$ cat src/flow_table_packet_statistics_unit_defines.svh
// Assertion helpers for the flow statistics unit.
`ifndef FLOW_TABLE_PACKET_STATISTICS_UNIT_DEFINES_SVH
`define FLOW_TABLE_PACKET_STATISTICS_UNIT_DEFINES_SVH

// Antecedent implies consequent in the same cycle.
`define FTPS_ASSERT_IMP(label, clk, rst, ante, cons) \
   label: assert property (@(posedge clk) disable iff (rst) (ante) |-> (cons)) \
      else $error("%m: property failed");

// Antecedent implies consequent in the next cycle.
`define FTPS_ASSERT_NEXT(label, clk, rst, ante, cons) \
   label: assert property (@(posedge clk) disable iff (rst) (ante) |=> (cons)) \
      else $error("%m: property failed");

`endif

$ cat src/ftps_pkg.sv
package ftps_pkg;
   localparam int FLOW_SLOTS = 1024;
   localparam int SLOT_W = $clog2(FLOW_SLOTS);
   localparam int COUNT_W = $clog2(FLOW_SLOTS + 1);
   localparam logic [7:0] PROTO_TCP = 8'd6;
   localparam logic [7:0] PROTO_UDP = 8'd17;
   localparam logic [1:0] STATUS_EXISTING = 2'd0;
   localparam logic [1:0] STATUS_NEW = 2'd1;
   localparam logic [1:0] STATUS_DROPPED = 2'd2;
   localparam logic [1:0] CSR_IDLE_TIMEOUT = 2'd0;
   localparam logic [1:0] CSR_BULK_LENGTH = 2'd1;
   localparam logic [1:0] CSR_BULK_TIMEOUT = 2'd2;

   typedef enum logic [2:0] {
      ST_IDLE, ST_SEARCH, ST_READ, ST_UPDATE, ST_WRITE, ST_RESPOND
   } ctrl_state_type;

   typedef struct packed {
      logic capture;
      logic search_start;
      logic search_step;
      logic read;
      logic update;
      logic write;
      logic respond;
   } ctrl_cmd_type;

   typedef struct packed {
      logic search_done;
      logic rsp_taken;
   } ctrl_status_type;
endpackage

$ cat src/ftps_controller.sv
`include "flow_table_packet_statistics_unit_defines.svh"
module ftps_controller (
   input  logic                     clock,
   input  logic                     reset,
   input  logic                     req_valid,
   output logic                     req_stall,
   input  ftps_pkg::ctrl_status_type status,
   output ftps_pkg::ctrl_cmd_type    cmd
);
   import ftps_pkg::*;

   ctrl_state_type state_ff, state_in;

   always_ff @(posedge clock) begin
      if (reset) begin
         state_ff <= ST_IDLE;
      end else begin
         state_ff <= state_in;
      end
   end

   always_comb begin
      state_in = state_ff;
      case (state_ff)
         ST_IDLE:    if (req_valid) state_in = ST_SEARCH;
         ST_SEARCH:  if (status.search_done) state_in = ST_READ;
         ST_READ:    state_in = ST_UPDATE;
         ST_UPDATE:  state_in = ST_WRITE;
         ST_WRITE:   state_in = ST_RESPOND;
         ST_RESPOND: if (status.rsp_taken) state_in = ST_IDLE;
         default:    state_in = ST_IDLE;
      endcase
   end

   always_comb begin
      cmd = '0;
      req_stall = 1'b1;
      case (state_ff)
         ST_IDLE: begin
            req_stall = 1'b0;
            cmd.capture = req_valid;
            cmd.search_start = req_valid;
         end
         ST_SEARCH:  cmd.search_step = 1'b1;
         ST_READ:    cmd.read = 1'b1;
         ST_UPDATE:  cmd.update = 1'b1;
         ST_WRITE:   cmd.write = 1'b1;
         ST_RESPOND: cmd.respond = 1'b1;
         default:    cmd = '0;
      endcase
   end

   `FTPS_ASSERT_IMP(a_accept_only_idle, clock, reset, !req_stall, state_ff == ST_IDLE)
   `FTPS_ASSERT_NEXT(a_write_then_respond, clock, reset, cmd.write, cmd.respond)
   `FTPS_ASSERT_NEXT(a_read_after_search, clock, reset,
      cmd.search_step && status.search_done, cmd.read)
endmodule

$ cat config.mk
export PLATFORM = sky130hd
export DESIGN_NAME = ftps_controller
export DESIGN_NICKNAME = d
export VERILOG_FILES = /design/src/ftps_pkg.sv /design/src/ftps_controller.sv
export VERILOG_INCLUDE_DIRS = /design/src /design/src/src
export SDC_FILE = /design/constraint.sdc
export NUM_CORES = 1
export LEC_CHECK = 0
export BUFFER_PORTS_ARGS = -buffer_cell sky130_fd_sc_hd__buf_2
export CAP_MARGIN = 20
export CORE_AREA = 2 2 39 41
export DETAILED_ROUTE_END_ITERATION = 6
export DIE_AREA = 0 0 41 43
export GPL_TIMING_DRIVEN = 0
export HOLD_SLACK_MARGIN = 0.08
export PLACE_DENSITY_LB_ADDON = 0.08
export SYNTH_ARGS = -nofsm -noshare
export SYNTH_HDL_FRONTEND = slang
export SYNTH_SLANG_ARGS = --single-unit
$ cat constraint.sdc
create_clock -name clock -period 1.33 [get_ports clock]
set_input_delay 0 -clock clock [delete_from_list [all_inputs] [get_ports clock]]
set_output_delay 0 -clock clock [all_outputs]
set_load 0.05 [all_outputs]
Word-level counts from Yosys, hierarchy flattened
Index checks and enable logic that the tools add are counted.
Widths: inputs -> output; s select.
{"block": "classes", "add_sub_neg": 0, "n_mul": 0, "div": 0, "magnitude_cmp": 0, "eq_ne": 8, "n_shift": 0, "muxes": 11, "bitwise": 0, "reduce_logical": 2}
{"op": "$pmux 3 s6", "n": 1}
{"op": "$mux 3", "n": 3}
{"op": "$eq 3x2->1 const B", "n": 2}
{"op": "$eq 3x3->1 const B", "n": 2}
{"op": "$mux 1", "n": 6}
{"op": "$ne 2x2->1 const B", "n": 3}
{"op": "$eq 3x1->1 const B", "n": 1}
{"op": "$logic_not 3->1", "n": 1}
{"op": "$reduce_and 3->1", "n": 1}
{"op": "$mux 2", "n": 1}
{"block": "totals", "reg_bits": 3, "latchBits": 0, "mem_bits_rw": 0, "romBits": 0, "input_bits": 5, "output_inout_bits": 8, "word_cells": 22, "n_memories": 0}

Depth between registers and ports, before layout
{"block": "depth", "depth_word": 3, "mapped_depth": 4, "depth_no_buf": 3}

Worst setup path before layout
No wires, ideal clock.
{"block": "synth_path", "path_kind": "reg-to-reg", "start": "reg state_ff[1]", "end": "reg state_ff[1]", "setup_ns": 0.070, "t_arrival_ns": 1.829, "t_required_ns": 1.260, "slack_ns": -0.569, "path_stages_with_launch": 4, "period_less_slack_ns": 1.899, "path_cell_list": "dfxtp_1 > nor3b_1 > a21oi_1 > nor2_1"}
{"block": "synth_via", "elab_chain_cells": 3, "word_cells_on_any_way": 11, "cone_classes": "eq/ne (8); mux (1); reduce/logical (2)"}
{"element": "start, declared", "line": "ftps_controller.sv:12", "source": "ctrl_state_type state_ff, state_in;"}
{"element": "start signal, assigned", "line": "ftps_controller.sv:18", "source": "state_ff <= state_in;"}
{"element": "$eq 3x1->1 (tied with other cells)", "line": "ftps_controller.sv:24", "source": "case (state_ff)"}
{"element": "$ne 2x2->1 (no line)"}
{"element": "$reduce_and 3->1 (no line)"}
Several ways; a longest one is shown, not always the timed one.
A chain may end at the register's enable or synchronous reset.

==> impl_metrics.json <==
{
  "status": "finished with violations",
  "violations": "negative setup slack",
  "async_flop_share_pct": 0,
  "cts.clk_slew.worst_paths_ns": 0.03,
  "yosysSeqAreaShare_pct": 29.8,
  "synth_flop_cell": "dfxtp_1",
  "worstMarginPinSlew_ns": 0.249,
  "ctsLongestPathBuffers": 2,
  "rsz0062_at_grt": "yes",
  "synth_top_area_share_pct": 29.8,
  "p_comb_share_pct": 38.1,
  "drtPass1Iterations": 4,
  "p_per_area_mw_per_mm2": 1200,
  "ys_ff_latch": 3,
  "slew-limit-headroom_pct": 83.5,
  "insertion_delay_ns": 0.24,
  "grt_pass1_vias": 205,
  "numCtsBuffers": 3,
  "fmax_ghz": 0.742,
  "rows": 14,
  "route.vias.total": 232,
  "ff2ff_path_depth": 3,
  "path_cells": "buf_6 > or3_4 > nor2_4 > buf_6 > buf_8",
  "core_area_mm2": 0.00138,
  "place_ws_ns": 0.0630,
  "synth_area_leaders": "dfxtp_1 (30%), mux2_4 (7.5%), nor3b_1 (7.5%)",
  "start_util_pct": 14.6,
  "setup.worst_path.start": "state_ff[2]",
  "antenna_cells": 0,
  "htreeDepth": 1,
  "drtIter0Drc": 2,
  "hold_class": "in -> reg",
  "synth_top_cell_by_area": "dfxtp_1",
  "hold_viol_final": 0,
  "seqPwrFrac_pct": 25.2,
  "grt_pass1_wl_um": 786,
  "cts_root_buffer": "clkbuf_4",
  "avgSynthCellArea_um2": 8.76,
  "setup_ws_ns": -0.0184,
  "worstSetupPathType": "reg -> out",
  "required_ns": 1.33,
  "yosysWarnings": 0,
  "pwr-share-clk_pct": 36.7,
  "regToRegEndpoint": "state_ff[0]",
  "period_share_pct": 101,
  "nets": 47,
  "route.detailed.drc": 0,
  "wl_per_cell_um": 9.56,
  "p_int_w": 0.000274,
  "io_buffers": 12,
  "synth_edf_count": 0,
  "cp-end-kind": "output port",
  "largest_register_ffs": 3,
  "grt.overflow.total": 0,
  "cap_violations": 0,
  "design.die.area_mm2": 0.00176,
  "regMostFlops": "state_ff",
  "die_y_um": 43,
  "cpMaxStageDelayCell": "or3_4",
  "drt-vias-per-instance": 4.07,
  "syn_nets": 28,
  "fin_cells": 57,
  "crit_path_max_fanout": 9,
  "grt_max_degree": 10,
  "drive_above_1_share_pct": 61.0,
  "cts_sinks": 3,
  "critPathLaunchType": "flop",
  "ant_nets": 0,
  "fp.dieW_um": 41,
  "wirelength_um": 545,
  "switching_share_pct": 37.9,
  "place_congestion": 0.656,
  "max_stage_delay_ns": 0.35,
  "grt_antenna_before_repair": 0,
  "netlist-cell-type-count": 16,
  "dpl.hpwl_um": 398,
  "leakagePower_nw": 0.188,
  "crit_path_end": "cmd[6]",
  "min_period_ns": 1.35,
  "grt_usage_pct": 7.13,
  "fin_setup_tns_ns": -0.0184,
  "worstReg2RegStart": "state_ff[2]",
  "synth_common_cells": "dfxtp_1 (3), nor2_1 (3), a21oi_1 (2), inv_1 (2), nor3b_1 (2)",
  "fin_worst_skew_ns": 0.00540,
  "reg_top3": "state_ff: 3 flops",
  "utilization_pct": 26.5,
  "post_synth_inst_count": 23,
  "rrSetupSlack_ns": 0.24,
  "placed_cells": 51,
  "cts_tree": "built",
  "pin_count": 13,
  "arrival_ns": 1.35,
  "vdd_drop_max_mv": 0.222,
  "p_switching_w": 0.000167,
  "fillers": 169,
  "area_growth_pct": 82.0,
  "cp_common_cell": "buf_6",
  "synth_area_um2": 201,
  "setup-violations-final": 1,
  "drv_slew": 0
}
-- metal layers --
metal | global-route usage [%] | part of all wire, %
met3 | 2.09 | 9.7
met4 | 10.0 | 2.8
met5 | 0 | 0
met1 | 7.40 | 40
met2 | 9.06 | 47
-- kinds of logic after synthesis --
family | share of synthesized area [%]
multiplexers | 7.45
buffers and inverters | 13.0
flip-flops | 29.8
AO/OA/AOI/OAI | 15.5
AND/OR/NAND/NOR | 34.2
-- worst min path at each step --
stage                              to  slack, ns      start  cells past startpoint
after floorplan           state_ff[1]       0.07      reset                      1
after detailed placement  state_ff[1]       0.21      reset                      2
final                     state_ff[2]       0.11  status[0]                      4
after global routing      state_ff[2]       0.12  status[0]                      4
after global placement    state_ff[2]       0.21      reset                      2
after CTS                 state_ff[2]       0.11  status[0]                      4
-- through the flow --
stage          power (W)  hold slack (ns)  instance area, um^2
6_report        0.000441            0.113                  367
5_1_grt         0.000469            0.122                  367
2_1_floorplan   0.000233           0.0724                  223
3_5_place_dp    0.000265            0.206                  303
3_3_place_gp    0.000264            0.207                  303
4_1_cts         0.000452            0.112                  364
-- power by group through the flow --
stage               sequential, W  clock (W)  combinational (W)
finish                   0.000111   0.000162           0.000168
detailed placement       0.000112          0           0.000154
floorplan                0.000108          0           0.000125
CTS                      0.000112   0.000171           0.000169
global placement         0.000111          0           0.000153
global route             0.000113   0.000180           0.000177
-- layout make-up --
cell class / count / area [um^2] / area share (%)
Tap cell: 16 / 20.0 / 5.46
Timing Repair Buffer: 14 / 92.6 / 25.3
Sequential cell: 3 / 65.1 / 17.7
Multi-Input combinational cell: 16 / 133 / 36.2
Inverter: 2 / 7.51 / 2.05
Clock buffer: 4 / 26.3 / 7.17
Buffer: 2 / 22.5 / 6.14
-- placed cells by master (no fill, tap or decap), drive strengths merged --
cell | Yosys | layout
buf | 2 | 14
clkbuf | 0 | 4
nor3b | 3 | 3
nor2 | 3 | 3
dfxtp | 3 | 3
inv | 2 | 2
a21oi | 2 | 2
dlygate4sd3 | 0 | 2
or3 | 1 | 1
and3b | 1 | 1
and3 | 1 | 1
nand2 | 1 | 1
a31oi | 1 | 1
mux2 | 1 | 1
o21ai | 1 | 1
o211a | 1 | 1
-- critical path, delay by kind of cell (launching register included) --
family / cells / cell delay (ns)
buffers and inverters: 3 / 0.36
flip-flops: 1 / 0.30
AND/OR/NAND/NOR: 2 / 0.45
-- what timing repair did --
item                                    4_1_cts  5_1_grt
pin swaps                                     1        0
cloned                                        0        0
resized for setup                             6        1
hold buffers                                  2        0
endpoints found under the hold margin         3        0
buffers inserted                              0        0
endpoints found under the setup margin        2        2
Power figures use the tool's default switching activity.
